$ cat config.mk
export PLATFORM = sky130hd
export DESIGN_NAME = ordered_list_append_search_delete_unit_flat
export DESIGN_NICKNAME = d
export VERILOG_FILES = /design/src/olas_pkg.sv /design/src/olas_if.sv /design/src/ordered_list_append_search_delete_unit.sv /design/src/olas_cell.sv /design/src/olas_first.sv /design/src/flat_wrapper.sv
export SDC_FILE = /design/constraint.sdc
export NUM_CORES = 1
export LEC_CHECK = 0
export BUFFER_PORTS_ARGS = -buffer_cell sky130_fd_sc_hd__buf_2
export CAP_MARGIN = 20
export CORE_MARGIN = 1.5
export CORE_UTILIZATION = 62
export DETAILED_ROUTE_END_ITERATION = 10
export PLACE_DENSITY_LB_ADDON = 0.15
export SLEW_MARGIN = 30
export SYNTH_ARGS = -nofsm -noshare
export SYNTH_HDL_FRONTEND = slang
export SYNTH_SLANG_ARGS = --single-unit
$ cat constraint.sdc
create_clock -name clk -period 4.2 [get_ports clk]
set_input_delay 0.63 -clock clk [delete_from_list [all_inputs] [get_ports clk]]
set_output_delay 0.63 -clock clk [all_outputs]
set_load 0.02 [all_outputs]
$ cat src/olas_pkg.sv
// Package: shared codes, field widths and control types for the ordered list unit.
`timescale 1ns / 1ps

package olas_pkg;

    localparam int ACTION_W = 2;
    localparam int VALUE_W  = 8;
    localparam int STATUS_W = 2;
    localparam int MATCH_W  = 4;
    localparam int COUNT_W  = 5;

    localparam logic [ACTION_W-1:0] ACT_APPEND = 2'd0;
    localparam logic [ACTION_W-1:0] ACT_SEARCH = 2'd1;
    localparam logic [ACTION_W-1:0] ACT_DELETE = 2'd2;

    localparam logic [STATUS_W-1:0] ST_DONE = 2'd0;
    localparam logic [STATUS_W-1:0] ST_MISS = 2'd1;
    localparam logic [STATUS_W-1:0] ST_FULL = 2'd2;

    typedef enum logic [1:0] {
        S_IDLE,
        S_CMP,
        S_UPD
    } olas_state_t;

    typedef struct packed {
        logic cmp_en;
        logic wr_app;
        logic shift;
    } olas_cell_ctrl_t;

endpackage

$ cat src/olas_if.sv
// Interfaces: request and response channels with valid/ready handshake.
`timescale 1ns / 1ps

interface olas_req_if import olas_pkg::*; ();
    logic                valid;
    logic                ready;
    logic [ACTION_W-1:0] action;
    logic [VALUE_W-1:0]  item_value;

    modport source (output valid, output action, output item_value, input ready);
    modport sink   (input valid, input action, input item_value, output ready);
endinterface

interface olas_rsp_if import olas_pkg::*; ();
    logic                valid;
    logic                ready;
    logic [STATUS_W-1:0] status;
    logic [MATCH_W-1:0]  match_position;
    logic [COUNT_W-1:0]  entry_count;

    modport source (output valid, output status, output match_position, output entry_count,
                    input ready);
    modport sink   (input valid, input status, input match_position, input entry_count,
                    output ready);
endinterface

$ cat src/ordered_list_append_search_delete_unit.sv
// Top level: ordered byte list built as a row of cells with compare and shift-to-close.
// Sequence: a transferred request goes through the compare state, then the update state,
//   which registers the response; a new request is taken only back in idle, after the
//   update; the update waits while the response register is full.
// Reset: asynchronous, clears the entry count, state machine and response valid;
//   cell contents are not reset and are read only after being written.
`timescale 1ns / 1ps

module ordered_list_append_search_delete_unit import olas_pkg::*;
#(
    parameter int DEPTH = 16
)
(
    input  logic         clk,
    input  logic         rst_n,
    olas_req_if.sink     req,
    olas_rsp_if.source   rsp
);

    localparam int IW = $clog2(DEPTH);
    localparam int CW = $clog2(DEPTH + 1);

    olas_state_t         state_reg;
    olas_state_t         state_next;
    logic [ACTION_W-1:0] action_reg;
    logic [VALUE_W-1:0]  key_reg;
    logic [CW-1:0]       count_reg;
    logic [CW-1:0]       count_next;

    logic                out_valid_reg;
    logic                out_valid_next;
    logic [STATUS_W-1:0] status_reg;
    logic [MATCH_W-1:0]  match_reg;
    logic [COUNT_W-1:0]  ecount_reg;

    logic                in_ready;
    logic                cmp_en;
    logic                commit;
    logic                full;
    logic                app_ok;
    logic                del_ok;
    logic [STATUS_W-1:0] status_new;
    logic [IW-1:0]       pos_new;

    logic [VALUE_W-1:0]  cell_value [DEPTH];
    logic [DEPTH-1:0]    hit;
    logic [DEPTH-1:0]    at_or_after;
    logic                found;
    logic [IW-1:0]       position;

    // next state
    always_comb
    begin
        state_next = state_reg;
        case (state_reg)
            S_IDLE:
            begin
                if (req.valid)
                begin
                    state_next = S_CMP;
                end
            end
            S_CMP:
            begin
                state_next = S_UPD;
            end
            S_UPD:
            begin
                if (!out_valid_reg || rsp.ready)
                begin
                    state_next = S_IDLE;
                end
            end
            default:
            begin
                state_next = S_IDLE;
            end
        endcase
    end

    // state outputs
    always_comb
    begin
        in_ready = 1'b0;
        cmp_en   = 1'b0;
        commit   = 1'b0;
        case (state_reg)
            S_IDLE:
            begin
                in_ready = 1'b1;
            end
            S_CMP:
            begin
                cmp_en = 1'b1;
            end
            S_UPD:
            begin
                commit = !out_valid_reg || rsp.ready;
            end
            default:
            begin
                in_ready = 1'b0;
            end
        endcase
    end

    assign req.ready = in_ready;

    olas_first #(
        .DEPTH (DEPTH)
    ) u_first (
        .hit         (hit),
        .at_or_after (at_or_after),
        .found       (found),
        .position    (position)
    );

    assign full   = (count_reg == CW'(DEPTH));
    assign app_ok = (action_reg == ACT_APPEND) && !full;
    assign del_ok = (action_reg == ACT_DELETE) && found;

    always_comb
    begin
        status_new = ST_MISS;
        pos_new    = '0;
        count_next = count_reg;
        case (action_reg)
            ACT_APPEND:
            begin
                if (full)
                begin
                    status_new = ST_FULL;
                end
                else
                begin
                    status_new = ST_DONE;
                    count_next = count_reg + CW'(1);
                end
            end
            ACT_SEARCH:
            begin
                if (found)
                begin
                    status_new = ST_DONE;
                    pos_new    = position;
                end
            end
            ACT_DELETE:
            begin
                if (found)
                begin
                    status_new = ST_DONE;
                    pos_new    = position;
                    count_next = count_reg - CW'(1);
                end
            end
            default:
            begin
                status_new = ST_MISS;
            end
        endcase
    end

    genvar gi;
    generate
        for (gi = 0; gi < DEPTH; gi++)
        begin : g_cell
            olas_cell_ctrl_t    ctrl;
            logic [VALUE_W-1:0] nbr;

            assign ctrl.cmp_en = cmp_en;
            assign ctrl.wr_app = commit && app_ok && (count_reg == CW'(gi));
            // close the gap: every cell from the first match on takes its neighbor
            assign ctrl.shift  = commit && del_ok && at_or_after[gi];

            if (gi == DEPTH - 1)
            begin : g_tail
                assign nbr = cell_value[gi];
            end
            else
            begin : g_body
                assign nbr = cell_value[gi + 1];
            end

            olas_cell u_cell (
                .clk        (clk),
                .ctrl       (ctrl),
                .key        (key_reg),
                .next_value (nbr),
                .in_range   (count_reg > CW'(gi)),
                .value      (cell_value[gi]),
                .hit        (hit[gi])
            );
        end
    endgenerate

    always_comb
    begin
        out_valid_next = out_valid_reg;
        if (commit)
        begin
            out_valid_next = 1'b1;
        end
        else if (rsp.ready)
        begin
            out_valid_next = 1'b0;
        end
    end

    always_ff @(posedge clk or negedge rst_n)
    begin
        if (!rst_n)
        begin
            state_reg     <= S_IDLE;
            count_reg     <= '0;
            out_valid_reg <= 1'b0;
        end
        else
        begin
            state_reg     <= state_next;
            out_valid_reg <= out_valid_next;
            if (commit)
            begin
                count_reg <= count_next;
            end
        end
    end

    always_ff @(posedge clk)
    begin
        if (in_ready && req.valid)
        begin
            action_reg <= req.action;
            key_reg    <= req.item_value;
        end
        if (commit)
        begin
            status_reg <= status_new;
            match_reg  <= MATCH_W'(pos_new);
            ecount_reg <= COUNT_W'(count_next);
        end
    end

    assign rsp.valid          = out_valid_reg;
    assign rsp.status         = status_reg;
    assign rsp.match_position = match_reg;
    assign rsp.entry_count    = ecount_reg;

endmodule

$ cat src/olas_cell.sv
// Storage cell: one list entry, its key compare, and the shift path from its neighbor.
`timescale 1ns / 1ps

module olas_cell import olas_pkg::*;
(
    input  logic                 clk,
    input  olas_cell_ctrl_t      ctrl,
    input  logic [VALUE_W-1:0]   key,
    input  logic [VALUE_W-1:0]   next_value,
    input  logic                 in_range,
    output logic [VALUE_W-1:0]   value,
    output logic                 hit
);

    logic [VALUE_W-1:0] value_reg;
    logic [VALUE_W-1:0] value_next;
    logic               hit_reg;
    logic               hit_next;

    always_comb
    begin
        value_next = value_reg;
        if (ctrl.wr_app)
        begin
            value_next = key;
        end
        else if (ctrl.shift)
        begin
            value_next = next_value;
        end
        hit_next = hit_reg;
        if (ctrl.cmp_en)
        begin
            hit_next = in_range && (value_reg == key);
        end
    end

    always_ff @(posedge clk)
    begin
        value_reg <= value_next;
        hit_reg   <= hit_next;
    end

    assign value = value_reg;
    assign hit   = hit_reg;

endmodule

$ cat src/olas_first.sv
// First-match finder: prefix OR over cell hits, first-hit position and found flag.
`timescale 1ns / 1ps

module olas_first #(
    parameter int DEPTH = 16
)
(
    input  logic [DEPTH-1:0]         hit,
    output logic [DEPTH-1:0]         at_or_after,
    output logic                     found,
    output logic [$clog2(DEPTH)-1:0] position
);

    localparam int IW = $clog2(DEPTH);

    logic [DEPTH-1:0] pre;
    logic [DEPTH-1:0] first;

    // log-depth prefix OR: pre[i] = any hit at index 0..i
    always_comb
    begin
        pre = hit;
        for (int s = 1; s < DEPTH; s = s * 2)
        begin
            pre = pre | (pre << s);
        end
    end

    always_comb
    begin
        first    = hit & ~(pre << 1);
        position = '0;
        for (int i = 0; i < DEPTH; i++)
        begin
            if (first[i])
            begin
                position = position | IW'(i);
            end
        end
    end

    assign at_or_after = pre;
    assign found       = pre[DEPTH-1];

endmodule
$ cat src/flat_wrapper.sv
// flat-port wrapper written by rule: the top's interface ports become plain ports
module ordered_list_append_search_delete_unit_flat import olas_pkg::*;
#(
    parameter int DEPTH = 16
)
  (clk, rst_n, req_valid, req_action, req_item_value, req_ready, rsp_valid, rsp_status, rsp_match_position, rsp_entry_count, rsp_ready);
  olas_req_if req_i ();
  olas_rsp_if rsp_i ();
  input  logic clk;
  input  logic rst_n;
  input wire logic [$bits(req_i.valid)-1:0] req_valid;
  input wire logic [$bits(req_i.action)-1:0] req_action;
  input wire logic [$bits(req_i.item_value)-1:0] req_item_value;
  output wire logic [$bits(req_i.ready)-1:0] req_ready;
  output wire logic [$bits(rsp_i.valid)-1:0] rsp_valid;
  output wire logic [$bits(rsp_i.status)-1:0] rsp_status;
  output wire logic [$bits(rsp_i.match_position)-1:0] rsp_match_position;
  output wire logic [$bits(rsp_i.entry_count)-1:0] rsp_entry_count;
  input wire logic [$bits(rsp_i.ready)-1:0] rsp_ready;
  assign req_i.valid = req_valid;
  assign req_i.action = req_action;
  assign req_i.item_value = req_item_value;
  assign req_ready = req_i.ready;
  assign rsp_valid = rsp_i.valid;
  assign rsp_status = rsp_i.status;
  assign rsp_match_position = rsp_i.match_position;
  assign rsp_entry_count = rsp_i.entry_count;
  assign rsp_i.ready = rsp_ready;
  ordered_list_append_search_delete_unit #(.DEPTH(DEPTH)) u_core (.clk(clk), .rst_n(rst_n), .req(req_i), .rsp(rsp_i));
endmodule
Word-level counts from Yosys, hierarchy flattened
Cells that the tools add are included.
{"block": "word_totals", "regBits": 173, "inputBits": 14, "out_inout_bits": 13, "wordCells": 238}
{"block": "op_classes", "addsub": 2, "order_cmp": 16, "eq_ne": 38, "mux": 59, "n_bitwise": 6, "reduce_logical": 77}
{"cell": "8-bit two-way mux", "count": 30}
{"cell": "8-bit equality test", "count": 16}
{"cell": "16-bit OR", "count": 4}
{"cell": "1-bit logical AND", "count": 52}
{"cell": "5-bit by 4-bit equality test with 1-bit output, second input constant", "count": 8}
{"cell": "5-bit by 4-bit greater-than comparator with 1-bit output, second input constant", "count": 8}
{"cell": "4-bit two-way mux", "count": 8}
{"cell": "2-bit nonzero test", "count": 16}
{"cell": "5-bit by 3-bit equality test with 1-bit output, second input constant", "count": 4}
{"cell": "5-bit by 3-bit greater-than comparator with 1-bit output, second input constant", "count": 4}
{"cell": "16-bit AND", "count": 1}
{"cell": "16-bit inverter", "count": 1}
{"cell": "3-bit two-way mux", "count": 4}
{"cell": "5-bit by 2-bit equality test with 1-bit output, second input constant", "count": 2}
{"cell": "5-bit by 1-bit greater-than comparator with 1-bit output, second input constant", "count": 2}
{"cell": "5-bit by 2-bit greater-than comparator with 1-bit output, second input constant", "count": 2}
{"cell": "2-bit two-way mux", "count": 5}
{"cell": "5-bit two-way mux", "count": 2}
{"cell": "5-bit case mux with 2 select lines", "count": 1}
{"cell": "1-bit two-way mux", "count": 7}
{"cell": "2-bit case mux with 3 select lines", "count": 1}
{"cell": "5-bit by 1-bit adder with 5-bit output, second input constant", "count": 1}
{"cell": "5-bit by 1-bit equality test with 1-bit output, second input constant", "count": 1}
{"cell": "5-bit equality test, second input constant", "count": 1}
{"cell": "other kinds (12)", "count": 17}

Depth between registers and ports, before layout
Gate-level depths: netlist (run 1).
{"block": "logic_depth", "depth_word": 21, "mapped_depth": 10, "ltp_nobuf": 7}

Cells and area by module
A second synthesis (run 1) with hierarchy kept.
{"block": "hier_totals", "cells_unflattened": 737, "area_unflattened_um2": 10173.5}
{"mod": "olas_cell", "n_inst": 16, "cells_per_inst": 31, "area_per_inst_um2": 503.0, "seq_area_each_um2": 270.3}
{"mod": "ordered_list_append_search_delete_unit", "n_inst": 1, "cells_per_inst": 196, "area_per_inst_um2": 1843.0, "seq_area_each_um2": 830.8}
{"mod": "olas_first", "n_inst": 1, "cells_per_inst": 45, "area_per_inst_um2": 282.8, "seq_area_each_um2": 0.0}

Worst setup path after synthesis (run 1)
No wires, ideal clock.
{"block": "synth_timing", "kind": "input -> register", "startpoint": "input port rsp_ready", "endpoint": "register u_core.g_cell[7].u_cell.value_reg[0] (enable)", "setup_ns": 0.384, "t_arrival_ns": 2.252, "required_time_ns": 3.816, "path_slack_ns": 1.564, "stages": 6, "path_buffers": 1, "cell_sequence": "nand2b_1 > nand2_2 > inv_1 > nand2_1 > buf_2 > o21ai_0"}
{"block": "synth_via", "elab_chain_len": 5, "word_cells_on_any_way": 7, "cone_classes": "1 x mux; 6 x reduce/logical"}
{"item": "from (decl)", "line": "flat_wrapper.sv:19", "source": "input wire logic [$bits(rsp_i.ready)-1:0] rsp_ready;"}
{"item": "1-bit logical OR *", "line": "ordered_list_append_search_delete_unit.sv:98", "source": "commit = !out_valid_reg || rsp.ready;"}
{"item": "1-bit two-way mux *", "line": "ordered_list_append_search_delete_unit.sv:87", "source": "case (state_reg)"}
{"item": "named net u_core.commit", "line": "ordered_list_append_search_delete_unit.sv:38", "source": "logic commit;"}
{"item": "1-bit logical AND, on equally long branches (2 in series)", "line": "ordered_list_append_search_delete_unit.sv:174, ordered_list_append_search_delete_unit.sv:172"}
{"item": "2-bit nonzero test (no line) *"}
{"item": "to (signal assigned)", "line": "olas_cell.sv:40", "source": "value_reg <= value_next;"}
{"item": "to (decl)", "line": "olas_cell.sv:15", "source": "logic [VALUE_W-1:0] value_reg;"}
The timed path passes the listed nets; every way through them passes the cells marked *.
A chain may end at the register's enable or synchronous reset.

Final worst setup path (run 1)
{"block": "layout_timing", "startpoint": "register u_core.count_reg[0]", "endpoint": "register u_core.g_cell[2].u_cell.value_reg[3] (enable)"}
{"block": "layout_via", "elab_chain_len": 6, "word_cells_on_any_way": 7, "cone_classes": "2 x eq/ne; 5 x reduce/logical"}
{"item": "from (decl)", "line": "ordered_list_append_search_delete_unit.sv:27", "source": "logic [CW-1:0] count_reg;"}
{"item": "from (signal assigned)", "line": "ordered_list_append_search_delete_unit.sv:224", "source": "count_reg <= count_next;"}
{"item": "5-bit equality test", "line": "ordered_list_append_search_delete_unit.sv:118", "source": "assign full = (count_reg == CW'(DEPTH));"}
{"item": "1-bit logical NOT", "line": "ordered_list_append_search_delete_unit.sv:119", "source": "assign app_ok = (action_reg == ACT_APPEND) && !full;"}
{"item": "1-bit logical AND", "line": "ordered_list_append_search_delete_unit.sv:119"}
{"item": "1-bit logical AND", "line": "ordered_list_append_search_delete_unit.sv:172", "source": "assign ctrl.wr_app = commit && app_ok && (count_reg == CW'(gi));"}
{"item": "1-bit logical AND *", "line": "ordered_list_append_search_delete_unit.sv:172"}
{"item": "2-bit nonzero test (no line) *"}
{"item": "to (signal assigned)", "line": "olas_cell.sv:40"}
{"item": "to (decl)", "line": "olas_cell.sv:15"}
Every way passes the cells marked *; elsewhere a longest branch is shown, timed or not.

==> impl_results.md, run 1 <==
- Count of pins on the block boundary: 27
- Largest net degree at the start of global routing: 33
- Post_cts resized: 0
- Critical Path Start Type: register
- FF-to-FF End: u_core.g_cell[2].u_cell.value[3]$_DFFE_PP_
- Max-slew violation total from the final report: 0
- Share of the synthesized area in the top cell type: 0.531
- Clock tree from TritonCTS: yes
- End point of the critical path: u_core.g_cell[2].u_cell.value[3]$_DFFE_PP_
- FF-to-FF Start: u_core.count_reg[0]$_DFFE_PN0P_
- Number of standard-cell rows in the floorplan: 44
- Worst-Skew Late Latency: 0.44 ns
- Max incr delay on CP: 0.55 ns
- Sum of buffers and inverters on the critical path: 1
- Worst rel slew slack: 0.447
- Leading register cell type out of synthesis: edfxtp_1
- Setup slack of the worst register-to-register path: 1.07 ns
- Die width: 126 µm
- Final setup TNS: 0 ns
- Leading cell types by total area after synthesis: edfxtp_1 53%, mux2_2 14%, xnor2_1 8.5%
- FF-to-FF path depth: 7
- Number of clock buffers inserted by TritonCTS: 17
- Crit-path max FO: 12
- Library cell with the largest summed area after synthesis: edfxtp_1
- Post-layout nets: 749
- Total of hold buffers inserted after clock tree synthesis: 0
- Crit path max-delay cell type: dfrtp_1
- # Post-CTS Setup Buffers: 0
- Layout overhead on the synthesized area: 9.27%
- Grt total ovfl: 0
- Min-Delay Path Class: primary input to async pin
- Total routed wirelength: 19.5 mm
- Number of filler cells placed in the layout: 1039
- Number of iterations in the first detailed-routing pass: 5
- Max FFs per register: 128
- Height of the die: 126 µm
- Setup skew after layout: 0.0106 ns
- Antenna violations before repair: 0
- Synth Register Bits: 173
- Family with the most delay on the worst path: simple AND/OR/NAND/NOR gates
- VDD IR max: 0.337 mV
- Status: finished, final reports clean
- Average wire length per cell after detail routing: 21.1 µm
- Clock-pin slew on the worst setup and hold paths: 0.07 ns
- RSZ-0062 raised after global routing: no
- Syn Std Cell Area: 9340 µm²
- Post-synthesis cell count: 711
- Number of distinct library cells after synthesis: 49
- Leakage component of the power: 3.41 nW
- Number of inserted diodes: 0
- Count of input and output buffers: 26
- Share of synthesized area occupied by flip-flops and latches: 0.552
- Crit. Startpoint: u_core.count_reg[0]$_DFFE_PN0P_
- Via count of the first global-routing pass: 5882
- Top sig layer: met4
- Final critical delay including setup and external delays: 3.13 ns
- Hold Fails Final Rpt: 0
- Max Root-Sink Buffers: 2
- Met2 Wirelength: 9.80 mm
- Avg Inst Size Synth: 13.1 µm²
- Most common library cells after synthesis: 165 x edfxtp_1, 112 x mux2_2, 91 x xnor2_1
- EDFF count, synth: 165
- Cells along the critical path: inv_1, ha_1, nand4bb_1, and2_1, and3_1, and3_1, o21bai_1
- Final HPWL from detailed placement: 13.6 mm
- Most common cell in the netlist: edfxtp_1
- Routed length on met1: 8.57 mm
- Count of routing violations after the opening detailed-route iteration: 491
- Path length in cells of the critical path: 7
- Area occupied by registers: 5150 µm²
- Fmax: 319 MHz
- Critical path data arrival time: 3.19 ns
- Setup Crit Path Kind: register to register
- DRC violations left: 0
- All-Layer GR Usage: 0.261
- Routed Antenna Nets: 0
- Root Driver: clkbuf_16
- Data required, critical path: 4.26 ns
- Starting utilization of the core area: 0.637
- Die Footprint: 15800 µm²
- Setup violation total in the final timing report: 0
- Critical Path End Type: register
- Wire length of the first global-routing pass: 31.2 mm
- Fraction of final layout cells with drive strength greater than 1: 0.285
- Met3 wire length: 774 µm
- Yosys warns: 0
- Most frequent cell on the critical path: and3_1
- Share of flip-flops with an asynchronous set or reset after synthesis: 0.0462
- Core area: 14600 µm²
- Power density relative to cell area: 471 nW/µm²
- CTS Sinks: 173
- Power after layout: 0.00481 W
- Area used by multi-input combinational logic: 3930 µm²
- Via count: 5636
- Max Cap Viol: 0
- Synth Net Count: 732
- Via count normalized by instance count: 6.09
- Part of the cycle the worst path needs: 0.746
- # H-tree levels: 4
- GPL Wtd Cong: 0.872
- Actual transition at the worst max-transition pin: 0.829 ns
cells by family after synthesis:
group                    count (synthesis)  synth area share
AND/OR/NAND/NOR                        158            0.0992
flip-flops                             173             0.552
XOR/XNOR                               128             0.120
adder cells (fa/ha/maj)                  7           0.00938
buffers and inverters                   58            0.0267
AO/OA/AOI/OAI                           67            0.0445
multiplexers                           120             0.148
worst min path at each step:
stage                      from                               to
after floorplan           rst_n  u_core.count_reg[0]$_DFFE_PN0P_
after global placement    rst_n  u_core.state_reg[0]$_DFFE_PN0P_
after detailed placement  rst_n  u_core.state_reg[0]$_DFFE_PN0P_
after CTS                 rst_n  u_core.state_reg[0]$_DFFE_PN0P_
after global routing      rst_n  u_core.state_reg[0]$_DFFE_PN0P_
final                     rst_n  u_core.state_reg[0]$_DFFE_PN0P_
report_power, final:
part	total [W]	internal, W	switching, W
combinational	0.000990	0.000372	0.000618
sequential	0.00228	0.00209	0.000189
clock	0.00154	0.000876	0.000664
total	0.00481	0.00334	0.00147
per-stage QoR:
| stage | worst slack [ns] | util | std cells | hold slack, ns | instance area [µm²] |
|---|---|---|---|---|---|
| floorplan | 1.56 | - | 711 | 0.334 | 9340 |
| global placement | 1.11 | 0.658 | 893 | 0.483 | 9630 |
| detailed placement | 0.929 | 0.658 | 893 | 0.491 | 9630 |
| CTS | 1.11 | 0.697 | 925 | 0.0153 | 10200 |
| global route | 0.897 | 0.697 | 925 | 0.0250 | 10200 |
| finish | 1.07 | 0.697 | 925 | 0.0299 | 10200 |
final cells by class:
cell class                      instances  share of cell area
Clock inverter                         14              0.0139
Multi-Input combinational cell        480               0.385
Sequential cell                       173               0.505
Clock buffer                           18              0.0421
Inverter                               11             0.00405
Timing Repair Buffer                   45              0.0267
Tap cell                              184              0.0226
metal layers:
layer | vias to the layer above | GRT usage
met5 | - | 0
met4 | 0 | 0.0930
met3 | 32 | 0.0514
met2 | 132 | 0.442
met1 | 2785 | 0.337
li1 | 2687 | -
cells in the final DEF (no fill, tap or decap), types with 4 or more instances in the layout:
master / netlist / layout
edfxtp_1: 165 / 165
mux2_2: 112 / 112
xnor2_1: 91 / 91
xor2_1: 37 / 37
nand4_1: 28 / 28
o21ai_0: 26 / 26
buf_2: 7 / 26
nor2_1: 24 / 24
nand2_1: 23 / 23
buf_4: 0 / 19
nor3_1: 18 / 18
clkbuf_16: 0 / 17
nor4_1: 16 / 16
inv_1: 11 / 11
a21oi_1: 9 / 9
mux2_4: 8 / 8
dfrtp_1: 8 / 8
and3_1: 7 / 7
nand2b_1: 7 / 7
nand3_1: 7 / 7
ha_1: 7 / 7
o21bai_1: 6 / 6
a211oi_1: 6 / 6
a31oi_1: 5 / 5
nand2_2: 4 / 4
and2_1: 4 / 4
inv_6: 0 / 4
(Power assumes the default switching activity.)
==> run 2: changes to the inputs <==
ABC_AREA = 1   (was not set)
CORE_UTILIZATION = 57   (was 62)
clock period = 2.68 ns   (was 4.2 ns; I/O delays follow)
==> run 2 against run 1 <==
Critical path depth rose by 1. Wire length is 19% higher. Cell area grew 2.7%. Clock skew down 0.00072 ns. Setup slack got worse by 0.89 ns. Sequential share of layout area down 1.3 points. Synthesized cell count is 38% higher. Register-to-register slack worse by 0.89 ns. Highest routed layer unchanged.
==> impl_results.md, run 2 <==
- VDD IR max: 0.570 mV (was 0.337 mV)
- Layout overhead on the synthesized area: 9.89% (was 9.27%)
- Fmax: 399 MHz (was 319 MHz)
- Max FFs per register: 128 (unchanged)
- FF-to-FF Start: u_core.g_cell[0].u_cell.hit$_DFFE_PN_ (was u_core.count_reg[0]$_DFFE_PN0P_)
- Main combinational cell family by area after synthesis: simple AND/OR/NAND/NOR gates (was multiplexers)
- Family with the most delay on the worst path: simple AND/OR/NAND/NOR gates (unchanged)
- RSZ-0062 raised after global routing: no (unchanged)
- Launch instance of the worst min-delay path: req_item_value[4]
- Max Root-Sink Buffers: 2 (unchanged)
- Via count of the first global-routing pass: 6625 (was 5882)
- Min-Delay Path Class: primary input to register (was primary input to async pin)
- Share of flip-flops with an asynchronous set or reset after synthesis: 0.0462 (unchanged)
- Yosys warns: 0 (unchanged)
- # Post-CTS Setup Buffers: 0 (unchanged)
- Portion of netlist area occupied by mux cells: 0 (was 0.148)
- Hold path depth: 1
- Setup skew after layout: 0.00985 ns (was 0.0106 ns)
- Final Util: 0.636 (was 0.697)
- Leading cell types by total area after synthesis: edfxtp_1 52%, nand2_1 9.5%, xnor2_1 5.0% (was edfxtp_1 53%, mux2_2 14%, xnor2_1 8.5%)
- Synthesized-area fraction occupied by adder cells: 0.00918 (was 0.00938)
- DRC violations left: 0 (unchanged)
- Final setup TNS: 0 ns (unchanged)
- Most common library cells after synthesis: 241 x nand2_1, 165 x edfxtp_1, 75 x nor2_1 (was 165 x edfxtp_1, 112 x mux2_2, 91 x xnor2_1)
- Most frequent cell on the critical path: nand2_1 (was and3_1)
- EDFF count, synth: 165 (unchanged)
- FF-to-FF End: u_core.g_cell[13].u_cell.value[0]$_DFFE_PP_ (was u_core.g_cell[2].u_cell.value[3]$_DFFE_PP_)
- Critical Path End Type: register (unchanged)
- Leading register cell type out of synthesis: edfxtp_1 (unchanged)
- Fraction of final layout cells with drive strength greater than 1: 0.144 (was 0.285)
- Post-synthesis cell count: 978 (was 711)
- Final critical delay including setup and external delays: 2.50 ns (was 3.13 ns)
- Max incr delay on CP: 0.59 ns (was 0.55 ns)
- Post_cts resized: 0 (unchanged)
- Power density relative to cell area: 745 nW/µm² (was 471 nW/µm²)
- Synth Net Count: 999 (was 732)
- Count of pins on the block boundary: 27 (unchanged)
- Wire length of the first global-routing pass: 36.0 mm (was 31.2 mm)
- Clock tree from TritonCTS: yes (unchanged)
- Avg Inst Size Synth: 9.75 µm² (was 13.1 µm²)
- Clock-pin slew on the worst setup and hold paths: 0.06 ns (was 0.07 ns)
- Synth Register Bits: 173 (unchanged)
- Actual transition at the worst max-transition pin: 0.793 ns (was 0.829 ns)
- Critical Path Start Type: register (unchanged)
- Crit-path max FO: 12 (unchanged)
- Cells along the critical path: nor2_1, nand2_1, nor2_4, nand2_1, nand2_1, nor2_2, o21ai_1, nand2_1 (was inv_1, ha_1, nand4bb_1, and2_1, and3_1, and3_1, o21bai_1)
- GPL Wtd Cong: 1.02 (was 0.872)
- Xor and xnor area share after synthesis: 0.0808 (was 0.120)
- Count of input and output buffers: 26 (unchanged)
- Met3 usage: 0.0607 (was 0.0514)
- Worst-Skew Late Latency: 0.44 ns (about the same)
- Endpoint, Worst Hold: u_core.key_reg[4]$_DFFE_PP_
- Worst rel slew slack: 0.471 (was 0.447)
- Hold Fails Final Rpt: 0 (unchanged)
- Antenna violations before repair: 0 (unchanged)
- # H-tree levels: 4 (unchanged)
- Number of standard-cell rows in the floorplan: 47 (was 44)
- Share of the synthesized area in the top cell type: 0.520 (was 0.531)
- Number of distinct library cells after synthesis: 45 (was 49)
- Setup violation total in the final timing report: 0 (unchanged)
- Status: finished, final reports clean (unchanged)
- Setup Crit Path Kind: register to register (unchanged)
- CTS Sinks: 173 (unchanged)
- Crit path max-delay cell type: nor2_2 (was dfrtp_1)
- Syn Std Cell Area: 9540 µm² (was 9340 µm²)
- Number of clock buffers inserted by TritonCTS: 17 (unchanged)
- Grt total ovfl: 0 (unchanged)
- Final HPWL from detailed placement: 17.0 mm (was 13.6 mm)
- Setup slack of the worst register-to-register path: 0.18 ns (was 1.07 ns)
- Part of the cycle the worst path needs: 0.934 (was 0.746)
- Critical path data arrival time: 2.61 ns (was 3.19 ns)
- Max-slew violation total from the final report: 0 (unchanged)
- Commonest non-fill, non-tap cells in the layout: 241 x nand2_1, 165 x edfxtp_1, 74 x nor2_1, 68 x o21ai_0, 57 x inv_1 (was 165 x edfxtp_1, 112 x mux2_2, 91 x xnor2_1, 37 x xor2_1, 28 x nand4_1)
- Data required, critical path: 2.78 ns (was 4.26 ns)
- Root Driver: clkbuf_16 (unchanged)
- Total routed wirelength: 23.1 mm (was 19.5 mm)
- Compound-gate portion of the synthesized area: 0.102 (was 0.0445)
- Simple-gate share of the synthesized area: 0.210 (was 0.0992)
- Die width: 132 µm (was 126 µm)
- Height of the die: 132 µm (was 126 µm)
- Met1 usage: 0.391 (was 0.337)
- Sum of buffers and inverters on the critical path: 0 (was 1)
- All-Layer GR Usage: 0.277 (was 0.261)
- Global-route met2 utilization: 0.426 (was 0.442)
- Leakage component of the power: 4.15 nW (was 3.41 nW)
- Most crowded layer after global routing: met2 (unchanged)
- Post-layout nets: 1032 (was 749)
- Via count: 7042 (was 5636)
- Die Footprint: 17500 µm² (was 15800 µm²)
- Most frequent standard cell in the layout excluding fill and tap cells: nand2_1 (was edfxtp_1)
- Most common cell in the netlist: nand2_1 (was edfxtp_1)
- Share of synthesized area occupied by flip-flops and latches: 0.541 (was 0.552)
- Max Cap Viol: 0 (unchanged)
- Library cell with the largest summed area after synthesis: edfxtp_1 (unchanged)
- Largest net degree at the start of global routing: 22 (was 33)
- FF-to-FF path depth: 8 (was 7)
- Count of routing violations after the opening detailed-route iteration: 628 (was 491)
- Average wire length per cell after detail routing: 18.6 µm (was 21.1 µm)
- Number of iterations in the first detailed-routing pass: 6 (was 5)
- Starting utilization of the core area: 0.579 (was 0.637)
- Number of inserted diodes: 0 (unchanged)
- Core area: 16500 µm² (was 14600 µm²)
- Via count normalized by instance count: 5.66 (was 6.09)
- Routed Antenna Nets: 0 (unchanged)
## run 2: cell count changes after synthesis, sizes merged, moves of 28 or more
cell / change
nand3: +28
xnor2: -37
nand2: +221
inv: +48
mux2: -120
o21ai: +110
nor2: +57
## run 2: repair_timing
item / in CTS / in global routing
endpoints found under the setup margin: 0 / 0
hold buffers: 1 / 0
endpoints found under the hold margin: 8 / 0
## run 2: layer usage
metal / part of all wire / vias up / wire [µm]
li1: - / 3416 / -
met5: 0 / - / 0
met2: 0.45 / 291 / 10400
met1: 0.44 / 3300 / 10200
met3: 0.091 / 35 / 2110
met4: 0.020 / 0 / 461
## run 2: final cells by class
type	count	area, µm²
Clock buffer	18	429
Sequential cell	173	5150
Inverter	59	221
Multi-Input combinational cell	693	3840
Fill cell	1348	5990
Tap cell	220	275
Clock inverter	14	104
Timing Repair Buffer	67	453
## run 2: stage by stage
step | cell area [µm²] | total power, W | instances | setup slack (ns) | hold WS, ns
global placement | 9930 | 0.00556 | 1211 | 0.00460 | 0.263
finish | 10500 | 0.00781 | 1244 | 0.176 | 0.138
floorplan | 9540 | 0.00492 | 978 | 0.341 | 0.106
detailed placement | 9940 | 0.00559 | 1211 | 0.252 | 0.264
CTS | 10500 | 0.00780 | 1244 | 0.235 | 0.129
global route | 10500 | 0.00815 | 1244 | 0.0395 | 0.129
## run 2: worst max path at each step
stage,startpoint,endpoint,slack [ns],cells after the start
CTS,u_core.g_cell[0].u_cell.hit$_DFFE_PN_,u_core.g_cell[13].u_cell.value[0]$_DFFE_PP_,0.24,8
finish,u_core.g_cell[0].u_cell.hit$_DFFE_PN_,u_core.g_cell[13].u_cell.value[0]$_DFFE_PP_,0.18,8
global placement,u_core.g_cell[0].u_cell.hit$_DFFE_PN_,u_core.g_cell[10].u_cell.value[0]$_DFFE_PP_,0.005,8
global route,u_core.g_cell[0].u_cell.hit$_DFFE_PN_,u_core.g_cell[13].u_cell.value[2]$_DFFE_PP_,0.04,8
floorplan,u_core.count_reg[0]$_DFFE_PN0P_,u_core.g_cell[15].u_cell.value[0]$_DFFE_PP_,0.34,5
detailed placement,u_core.g_cell[0].u_cell.hit$_DFFE_PN_,u_core.g_cell[10].u_cell.value[2]$_DFFE_PP_,0.25,8
## run 2: logic make-up (layout without fill, tap and decap cells)
logic type	count (synthesis)	after routing
flip-flops	173	173
XOR/XNOR	88	88
buffers and inverters	112	158
AND/OR/NAND/NOR	427	427
AO/OA/AOI/OAI	171	171
adder cells (fa/ha/maj)	7	7
## run 2: power by group
| part | leakage, nW | switching, W | internal [W] |
|---|---|---|---|
| registers | 1.61 | 0.000203 | 0.00328 |
| clock network | 0.255 | 0.000995 | 0.00126 |
| logic | 2.29 | 0.00144 | 0.000637 |
| total | 4.15 | 0.00264 | 0.00517 |
